--- config.mk ---
export PLATFORM = sky130hd
export DESIGN_NAME = pressure_regulator_supervisor_unit
export DESIGN_NICKNAME = d
export VERILOG_FILES = /design/src/prs_pkg.sv /design/src/prs_config_regs.sv /design/src/prs_core.sv /design/src/prs_result_fifo.sv /design/src/pressure_regulator_supervisor_unit.sv
export SDC_FILE = /design/constraint.sdc
export NUM_CORES = 1
export LEC_CHECK = 0
export ABC_AREA = 1
export BUFFER_PORTS_ARGS = -buffer_cell sky130_fd_sc_hd__buf_2
export CAP_MARGIN = 15
export CORE_ASPECT_RATIO = 1.25
export CORE_UTILIZATION = 69
export DETAILED_ROUTE_END_ITERATION = 10
export PLACE_DENSITY = 0.95
export SKIP_LAST_GASP = 1
export SLEW_MARGIN = 20
export SYNTH_ARGS = -nofsm -noshare
export SYNTH_HDL_FRONTEND = slang
export SYNTH_HIERARCHICAL = 1
export SYNTH_SLANG_ARGS = --single-unit
--- constraint.sdc ---
create_clock -name clk -period 24.7 [get_ports clk]
set_clock_uncertainty 0.1 [all_clocks]
set_input_delay 6.175 -clock clk [delete_from_list [all_inputs] [get_ports clk]]
set_output_delay 6.175 -clock clk [all_outputs]
set_load 0.005 [all_outputs]
--- src/prs_pkg.sv ---
// ---------------------------------------------------------------------------
// Pressure regulator supervisor package
// Types, register indexes, reset values and fault codes shared by the unit.
// ---------------------------------------------------------------------------
package prs_pkg;

    // Configuration register indexes
    localparam int CFG_IDX_W = 3;
    typedef enum logic [CFG_IDX_W-1:0] {
        REG_PRESSURE_OFFSET = 3'd0,
        REG_HYST_WIDTH      = 3'd1,
        REG_DAC_GAIN        = 3'd2,
        REG_BAND_CROSSOVER  = 3'd3,
        REG_BAND_LOW        = 3'd4,
        REG_BAND_HIGH       = 3'd5,
        REG_TRIP_TIME_MS    = 3'd6,
        REG_PROTECT_ENABLE  = 3'd7
    } cfg_idx_t;

    localparam int CFG_DATA_W = 32;

    // Register reset values
    localparam logic [15:0] RST_PRESSURE_OFFSET = 16'd0;
    localparam logic [15:0] RST_HYSTERESIS      = 16'd128;
    localparam logic [15:0] RST_DAC_GAIN        = 16'd10496;
    localparam logic [15:0] RST_BAND_CROSSOVER  = 16'd5120;
    localparam logic [15:0] RST_BAND_LOW        = 16'd256;
    localparam logic [15:0] RST_BAND_HIGH       = 16'd512;
    localparam logic [31:0] RST_TRIP_TIME_MS    = 32'd5000;
    localparam logic        RST_PROTECT_ENABLE  = 1'b1;

    // Input function codes
    localparam logic FUNC_SET_TARGET = 1'b0;
    localparam logic FUNC_UPDATE     = 1'b1;

    // Fault codes
    typedef enum logic [1:0] {
        FAULT_NONE    = 2'd0,
        FAULT_REMOVED = 2'd1,
        FAULT_RUNAWAY = 2'd2,
        FAULT_LEAK    = 2'd3
    } fault_t;

    localparam logic [11:0] DAC_MAX = 12'hFFF;

    // Result queue geometry
    localparam int FIFO_DEPTH = 4;
    localparam int FIFO_PTR_W = $clog2(FIFO_DEPTH);
    localparam int FIFO_CNT_W = $clog2(FIFO_DEPTH + 1);

    typedef struct packed {
        logic [15:0] pressure_offset;
        logic [15:0] hysteresis;
        logic [15:0] dac_gain;
        logic [15:0] band_crossover;
        logic [15:0] band_low;
        logic [15:0] band_high;
        logic [31:0] trip_time_ms;
        logic        protect_enable;
    } cfg_t;

    typedef struct packed {
        logic        func;
        logic [15:0] setpoint;
        logic [15:0] regulator_pressure;
        logic [15:0] supply_pressure;
        logic [31:0] now_ms;
    } item_t;

    typedef struct packed {
        logic        dac_strobe;
        logic [11:0] dac_code;
        fault_t      fault_code;
        logic        is_active;
        logic        last_result;
    } result_t;

    // Results produced by one transaction, first before second
    typedef struct packed {
        logic [1:0] count;
        result_t    first;
        result_t    second;
    } push_t;

endpackage

--- src/prs_config_regs.sv ---
// ---------------------------------------------------------------------------
// Pressure regulator supervisor configuration registers
// Write-only register file decoded from the plain write port.
// ---------------------------------------------------------------------------
module prs_config_regs (
    input  logic                           clk,
    input  logic                           rst_n,
    input  logic                           cfg_we,
    input  logic [prs_pkg::CFG_IDX_W-1:0]  cfg_index,
    input  logic [prs_pkg::CFG_DATA_W-1:0] cfg_data,
    output prs_pkg::cfg_t                  cfg
);
    import prs_pkg::*;

    cfg_t cfg_reg;
    cfg_t cfg_next;

    // Decode the write
    always_comb
    begin
        cfg_next = cfg_reg;
        if (cfg_we)
        begin
            case (cfg_index)
                REG_PRESSURE_OFFSET: cfg_next.pressure_offset = cfg_data[15:0];
                REG_HYST_WIDTH:      cfg_next.hysteresis      = cfg_data[15:0];
                REG_DAC_GAIN:        cfg_next.dac_gain        = cfg_data[15:0];
                REG_BAND_CROSSOVER:  cfg_next.band_crossover  = cfg_data[15:0];
                REG_BAND_LOW:        cfg_next.band_low        = cfg_data[15:0];
                REG_BAND_HIGH:       cfg_next.band_high       = cfg_data[15:0];
                REG_TRIP_TIME_MS:    cfg_next.trip_time_ms    = cfg_data[31:0];
                REG_PROTECT_ENABLE:  cfg_next.protect_enable  = cfg_data[0];
                default:             cfg_next = cfg_reg;
            endcase
        end
    end

    // Hold the register values
    always_ff @(posedge clk or negedge rst_n)
    begin
        if (!rst_n)
        begin
            cfg_reg.pressure_offset        <= RST_PRESSURE_OFFSET;
            cfg_reg.hysteresis             <= RST_HYSTERESIS;
            cfg_reg.dac_gain               <= RST_DAC_GAIN;
            cfg_reg.band_crossover         <= RST_BAND_CROSSOVER;
            cfg_reg.band_low               <= RST_BAND_LOW;
            cfg_reg.band_high              <= RST_BAND_HIGH;
            cfg_reg.trip_time_ms           <= RST_TRIP_TIME_MS;
            cfg_reg.protect_enable         <= RST_PROTECT_ENABLE;
        end
        else
        begin
            cfg_reg <= cfg_next;
        end
    end

    assign cfg = cfg_reg;

endmodule

--- src/prs_core.sv ---
// ---------------------------------------------------------------------------
// Pressure regulator supervisor core
// Regulator state and the single-pass datapath: DAC code for a new target,
// supply and band protection for an update.
// ---------------------------------------------------------------------------
module prs_core #(
    parameter logic [15:0] SUPPLY_MIN_PRESSURE = 16'd1280,
    parameter logic [15:0] ABSENT_PRESSURE     = 16'd30720
) (
    input  logic           clk,
    input  logic           rst_n,
    input  logic           advance,
    input  prs_pkg::item_t item,
    input  prs_pkg::cfg_t  cfg,
    output prs_pkg::push_t push
);
    import prs_pkg::*;

    logic [15:0] target_reg;
    logic [15:0] target_next;
    logic        active_reg;
    logic        active_next;
    logic [31:0] timer_start_reg;
    logic [31:0] timer_start_next;
    logic        timer_valid_reg;
    logic        timer_valid_next;

    logic [16:0] off_hys;
    logic [16:0] diff;
    logic [32:0] product;
    logic [16:0] quotient;
    logic [11:0] dac_code;

    logic        prot_run;
    logic [31:0] start_eff;
    logic [31:0] elapsed;
    logic        trip;
    logic [15:0] band;
    logic        under;
    logic        over;
    logic        supply_fault;
    logic        band_fault;
    fault_t      band_code;
    result_t     res_set;
    result_t     res_supply;
    result_t     res_band;

    // DAC code for a new target
    always_comb
    begin
        off_hys = {1'b0, cfg.pressure_offset} + {1'b0, cfg.hysteresis};
        if ({1'b0, item.setpoint} <= off_hys)
        begin
            diff = '0;
        end
        else if (item.setpoint > item.regulator_pressure)
        begin
            diff = {1'b0, item.setpoint} - {1'b0, cfg.pressure_offset}
                 + {1'b0, cfg.hysteresis};
        end
        else if (item.setpoint < item.regulator_pressure)
        begin
            diff = {1'b0, item.setpoint} - off_hys;
        end
        else
        begin
            diff = '0;
        end
        product  = diff * {17'd0, cfg.dac_gain};
        quotient = product[32:16];
        dac_code = (|quotient[16:12]) ? DAC_MAX : quotient[11:0];
    end

    // Protection checks against the held target
    always_comb
    begin
        prot_run     = (item.func == FUNC_UPDATE) && cfg.protect_enable;
        start_eff    = timer_valid_reg ? timer_start_reg : item.now_ms;
        elapsed      = item.now_ms - start_eff;
        trip         = elapsed > cfg.trip_time_ms;
        band         = (target_reg <= cfg.band_crossover) ? cfg.band_low : cfg.band_high;
        under        = ({1'b0, item.regulator_pressure} + {1'b0, band})
                       <= {1'b0, target_reg};
        over         = {1'b0, item.regulator_pressure}
                       >= ({1'b0, target_reg} + {1'b0, band});
        supply_fault = active_reg && prot_run
                       && (item.regulator_pressure >= item.supply_pressure)
                       && (item.supply_pressure >= SUPPLY_MIN_PRESSURE)
                       && (item.regulator_pressure >= ABSENT_PRESSURE);
        band_fault   = active_reg && prot_run && (over || under) && trip;
        if (item.regulator_pressure >= ABSENT_PRESSURE)
        begin
            band_code = FAULT_REMOVED;
        end
        else if (over)
        begin
            band_code = FAULT_RUNAWAY;
        end
        else
        begin
            band_code = FAULT_LEAK;
        end
    end

    // Build the results and the next state
    always_comb
    begin
        res_set    = '{dac_strobe: 1'b1, dac_code: dac_code, fault_code: FAULT_NONE,
                       is_active: 1'b1, last_result: 1'b1};
        res_supply = '{dac_strobe: 1'b1, dac_code: '0, fault_code: FAULT_REMOVED,
                       is_active: 1'b0, last_result: !band_fault};
        res_band   = '{dac_strobe: 1'b1, dac_code: '0, fault_code: band_code,
                       is_active: 1'b0, last_result: 1'b1};

        target_next      = target_reg;
        active_next      = active_reg;
        timer_start_next = timer_start_reg;
        timer_valid_next = timer_valid_reg;
        push.count       = 2'd0;
        push.first       = res_set;
        push.second      = res_band;

        if (item.func == FUNC_SET_TARGET)
        begin
            target_next = item.setpoint;
            active_next = 1'b1;
            push.count  = 2'd1;
        end
        else if (prot_run)
        begin
            timer_valid_next = 1'b1;
            if (!active_reg || !(over || under) || trip)
            begin
                timer_start_next = item.now_ms;
            end
            else
            begin
                timer_start_next = start_eff;
            end
            if (supply_fault || band_fault)
            begin
                target_next = '0;
                active_next = 1'b0;
            end
            if (supply_fault)
            begin
                push.first = res_supply;
                push.count = band_fault ? 2'd2 : 2'd1;
            end
            else if (band_fault)
            begin
                push.first = res_band;
                push.count = 2'd1;
            end
        end
    end

    // Commit state as the transaction leaves the input stage
    always_ff @(posedge clk or negedge rst_n)
    begin
        if (!rst_n)
        begin
            target_reg      <= '0;
            active_reg      <= 1'b0;
            timer_start_reg <= '0;
            timer_valid_reg <= 1'b0;
        end
        else if (advance)
        begin
            target_reg      <= target_next;
            active_reg      <= active_next;
            timer_start_reg <= timer_start_next;
            timer_valid_reg <= timer_valid_next;
        end
    end

endmodule

--- src/prs_result_fifo.sv ---
// ---------------------------------------------------------------------------
// Pressure regulator supervisor result queue
// Small register queue that takes up to two results a cycle and hands out one.
// ---------------------------------------------------------------------------
module prs_result_fifo (
    input  logic             clk,
    input  logic             rst_n,
    input  logic             push_en,
    input  prs_pkg::push_t   push,
    input  logic             pop,
    output logic             not_empty,
    output logic             room,
    output prs_pkg::result_t head
);
    import prs_pkg::*;

    result_t                 entry_reg [FIFO_DEPTH];
    logic [FIFO_PTR_W-1:0]   wr_ptr_reg;
    logic [FIFO_PTR_W-1:0]   wr_ptr_next;
    logic [FIFO_PTR_W-1:0]   rd_ptr_reg;
    logic [FIFO_PTR_W-1:0]   rd_ptr_next;
    logic [FIFO_CNT_W-1:0]   count_reg;
    logic [FIFO_CNT_W-1:0]   count_next;
    logic [FIFO_CNT_W-1:0]   push_n;
    logic [FIFO_PTR_W-1:0]   wr_ptr_plus1;

    // Advance pointers and fill level
    always_comb
    begin
        push_n       = push_en ? FIFO_CNT_W'(push.count) : '0;
        wr_ptr_plus1 = wr_ptr_reg + 1'b1;
        wr_ptr_next  = wr_ptr_reg + push_n[FIFO_PTR_W-1:0];
        rd_ptr_next  = rd_ptr_reg + FIFO_PTR_W'(pop);
        count_next   = count_reg + push_n - FIFO_CNT_W'(pop);
    end

    always_ff @(posedge clk or negedge rst_n)
    begin
        if (!rst_n)
        begin
            wr_ptr_reg <= '0;
            rd_ptr_reg <= '0;
            count_reg  <= '0;
        end
        else
        begin
            wr_ptr_reg <= wr_ptr_next;
            rd_ptr_reg <= rd_ptr_next;
            count_reg  <= count_next;
        end
    end

    // Store the results of one transaction
    always_ff @(posedge clk)
    begin
        if (push_n != '0)
        begin
            entry_reg[wr_ptr_reg] <= push.first;
        end
        if (push_n == FIFO_CNT_W'(2))
        begin
            entry_reg[wr_ptr_plus1] <= push.second;
        end
    end

    assign not_empty = (count_reg != '0);
    assign room      = (count_reg <= FIFO_CNT_W'(FIFO_DEPTH - 2));
    assign head      = entry_reg[rd_ptr_reg];

endmodule

--- src/pressure_regulator_supervisor_unit.sv ---
// ---------------------------------------------------------------------------
// Pressure regulator supervisor unit
// Sets the regulator target and DAC code, and supervises supply and band
// faults on periodic updates.
// ---------------------------------------------------------------------------
//  channel  | handshake          | payload
//  ---------+--------------------+---------------------------------------------
//  input    | in_valid, in_stall | func, setpoint, regulator_pressure,
//           |                    | supply_pressure, now_ms
//  result   | out_valid,         | dac_strobe, dac_code, fault_code, is_active,
//           | out_stall          | last_result
//  config   | cfg_we             | cfg_index, cfg_data
//
//  One transaction a cycle while in_stall is low: an accepted item waits
//  in the input register, is worked in a single pass and its results are
//  queued. The first result is offered once the item has left the input
//  register and been written into the result queue; an update with two
//  faults queues two results, handed out one a cycle while out_stall is low.
//  Input stalls only while an item waits and the result queue holds more
//  than two entries.
//  Reset clears the regulator state, queue and registers to their defaults.
// ---------------------------------------------------------------------------
module pressure_regulator_supervisor_unit #(
    parameter logic [15:0] SUPPLY_MIN_PRESSURE = 16'd1280,
    parameter logic [15:0] ABSENT_PRESSURE     = 16'd30720
) (
    input  logic                           clk,
    input  logic                           rst_n,
    input  logic                           cfg_we,
    input  logic [prs_pkg::CFG_IDX_W-1:0]  cfg_index,
    input  logic [prs_pkg::CFG_DATA_W-1:0] cfg_data,
    input  logic                           in_valid,
    output logic                           in_stall,
    input  logic                           func,
    input  logic [15:0]                    setpoint,
    input  logic [15:0]                    regulator_pressure,
    input  logic [15:0]                    supply_pressure,
    input  logic [31:0]                    now_ms,
    output logic                           out_valid,
    input  logic                           out_stall,
    output logic                           dac_strobe,
    output logic [11:0]                    dac_code,
    output logic [1:0]                     fault_code,
    output logic                           is_active,
    output logic                           last_result
);
    import prs_pkg::*;

    cfg_t    cfg;
    item_t   item_reg;
    logic    s1_valid_reg;
    logic    s1_valid_next;
    logic    advance;
    logic    room;
    logic    pop;
    push_t   push;
    result_t head;

    prs_config_regs u_cfg (
        .clk       (clk),
        .rst_n     (rst_n),
        .cfg_we    (cfg_we),
        .cfg_index (cfg_index),
        .cfg_data  (cfg_data),
        .cfg       (cfg)
    );

    // Input stage handshake
    assign advance       = s1_valid_reg && room;
    assign in_stall      = s1_valid_reg && !room;
    assign s1_valid_next = in_stall ? s1_valid_reg : in_valid;

    always_ff @(posedge clk or negedge rst_n)
    begin
        if (!rst_n)
        begin
            s1_valid_reg <= 1'b0;
        end
        else
        begin
            s1_valid_reg <= s1_valid_next;
        end
    end

    // Capture the accepted transaction
    always_ff @(posedge clk)
    begin
        if (in_valid && !in_stall)
        begin
            item_reg <= '{func: func, setpoint: setpoint,
                          regulator_pressure: regulator_pressure,
                          supply_pressure: supply_pressure, now_ms: now_ms};
        end
    end

    prs_core #(
        .SUPPLY_MIN_PRESSURE (SUPPLY_MIN_PRESSURE),
        .ABSENT_PRESSURE     (ABSENT_PRESSURE)
    ) u_core (
        .clk     (clk),
        .rst_n   (rst_n),
        .advance (advance),
        .item    (item_reg),
        .cfg     (cfg),
        .push    (push)
    );

    // Result queue and output port
    assign pop = out_valid && !out_stall;

    prs_result_fifo u_fifo (
        .clk       (clk),
        .rst_n     (rst_n),
        .push_en   (advance),
        .push      (push),
        .pop       (pop),
        .not_empty (out_valid),
        .room      (room),
        .head      (head)
    );

    assign dac_strobe  = head.dac_strobe;
    assign dac_code    = head.dac_code;
    assign fault_code  = head.fault_code;
    assign is_active   = head.is_active;
    assign last_result = head.last_result;

endmodule

==> reports/results.txt <==
Crit Path Max Fanout -> 13
Setup_tns -> 0 ps
Vias in the first global route -> 29300
Post-synth top area share -> 0.141
Initial Utilization -> 0.704
Status -> complete, no violations
Cells after Synth -> 4123
Avg Cell Area, Syn -> 7.91 um2
Max reg flops -> 129
Core Footprint -> 0.0464 mm2
DIE HEIGHT -> 245 um
Worst-margin pin slew -> 1130 ps
Commonest non-fill, non-tap cell in the layout -> nand2_1
Placed standard-cell area -> 0.0336 mm2
Drt drc -> 0
Critical path data arrival time -> 11930 ps
Fin. max-slew vios -> 0
Worst skew pair latency -> 600 ps
CTS clock-pin slew for the worst setup and hold paths -> 60 ps
# rows -> 88
Max cap viols -> 0
Post-CTS setup buffers -> 0
Initial DRC Count -> 2965
CTS sink cnt -> 336
Layout area overhead -> 6.59%
Hold depth -> 2
Unrepaired setup endpoints after global routing -> false
Slew headroom -> 0.245
Final instance area -> 0.0348 mm2
Nets -> 4898
Antenna violations before repair -> 2
Post-route insts no fill -> 4861
Cells taking the most area after synthesis -> fa_1 (14%), edfxtp_1 (14%), dfrtp_1 (13%)
TritonCTS buffer count -> 36
CTS Root Cell -> clkbuf_16
Slowest-stage cell, CP -> fa_1
Final setup violation count -> 0
Hold_buf cts -> 0
Slowest stage delay, CP -> 540 ps
Most frequent cells in the layout -> nand2_1 (1145), inv_1 (704), ha_1 (346)
I/O Buffers -> 139
Reg2Reg Depth -> 51
Wire per inst -> 19.0 um
Share of synthesized registers carrying an async set or reset -> 0.557
Final hold vios -> 0
Crit path time final -> 11690 ps
Number of synthesized flops with an enable pin -> 149
#FFs+latches synth -> 336
Primary FF master, synth -> dfrtp_1
Post-CTS resize count -> 0
Total number of H-tree levels -> 2
Min-Delay Path Class -> flip-flop to flip-flop
DRT Pass-1 Iters -> 7
Io pins -> 140
Routed WL -> 92200 um
Netlist cell types -> 65
Cell mode on critical path -> nand2_1
HPWL after DPL -> 68900 um
Via count -> 29000
Part of the Yosys area used for sequential elements -> 0.281
YS warnings -> 6
Vias per cell -> 5.96
Placer Congestion -> 1.03
Max Clk Rate -> 85.6 MHz
DIE AREA -> 0.0481 mm2
Grt ovf -> 0
Worst Path Required -> 24940 ps
Endpoint class of the critical path -> flip-flop
First-pass GRT wire length -> 146000 um
Placed Instances -> 4794
Overall routing resource usage -> 0.387
Period utilization -> 0.473
Die W -> 196 um
Clk buf depth -> 3
Layout cells sized above 1 -> 0.0766
Synthesized area -> 0.0326 mm2
Cell taking the most area after synthesis -> fa_1
WHS -> 367 ps
ANT nets after route -> 0
Setup crit start kind -> flip-flop
Crit Path Class -> flip-flop to flip-flop
CTS tree -> done
Largest net degree at the start of global routing -> 73
## critical path, delay by kind of cell, from the launching register on
kind	cells	cell delay, ps
fa+ha+maj	9	3980
simple gates	23	3430
compound gates	11	2300
buf+inv	7	1070
flops	1	440
xor+xnor	1	140
## cell families after synthesis
family	synth area share
muxes	0.00518
adders and majority gates	0.273
xor gates and xnor gates	0.0260
buffers and inverters	0.103
and+or+nand+nor	0.229
DFF	0.281
AOI/OAI and AO/OA	0.0814
other	0.000230
## layout make-up
cell class | count | area (um2)
Antenna cell | 1 | 2.50
Clock buffer | 51 | 1040
Clock inverter | 15 | 134
Fill cell | 3187 | 11600
Inverter | 722 | 2710
Multi-Input combinational cell | 2958 | 20100
Sequential cell | 336 | 9180
Tap cell | 630 | 788
Timing Repair Buffer | 148 | 772
## metal layers
metal	track usage	share of wire	vias to the layer above	routed length, um
met1	0.434	0.34	13500	31600
li1	-	-	13200	-
met4	0.287	0.083	2	7690
met2	0.663	0.48	1756	44400
met3	0.0657	0.092	536	8520
met5	0	0.00014	-	13
## worst paths after layout
path / startpoint / end / slack, ps
min in group asynchronous: rst_n / u_core/timer_start_reg[4] / 5470
worst min-delay path: u_cfg/cfg[57] / u_cfg/cfg[57] / 370
max in group asynchronous: rst_n / u_fifo/rd_ptr_reg[0] / 16920
worst min register to register: u_cfg/cfg[57] / u_cfg/cfg[57] / 370
worst max register to register: u_cfg/cfg[119] / u_fifo/entry_reg[2][15] / 13010
worst max-delay path: u_cfg/cfg[119] / u_fifo/entry_reg[2][15] / 13010
## cells in the mapped netlist (all sizes together), types with 17 or more instances
cell type	count
nand3	267
nor2	286
buf	73
xor2	65
o21ai	129
nand4	18
o211ai	20
inv	716
clkbuf	48
nor3	34
xnor2	32
o22ai	17
fa	229
a21oi	222
edfxtp	149
nand2	1169
dfrtp	173
ha	346
## metrics by stage
step | utilization | setup WS (ps)
finish | 0.750 | 13010
global route | 0.750 | 12260
CTS | 0.750 | 13280
detailed placement | 0.724 | 13420
global placement | 0.724 | 13650
floorplan | - | 15130
Power is left out: the tool's default activity adds up to more than one toggle a clock period on the data nets, which glitch-free logic cannot reach.
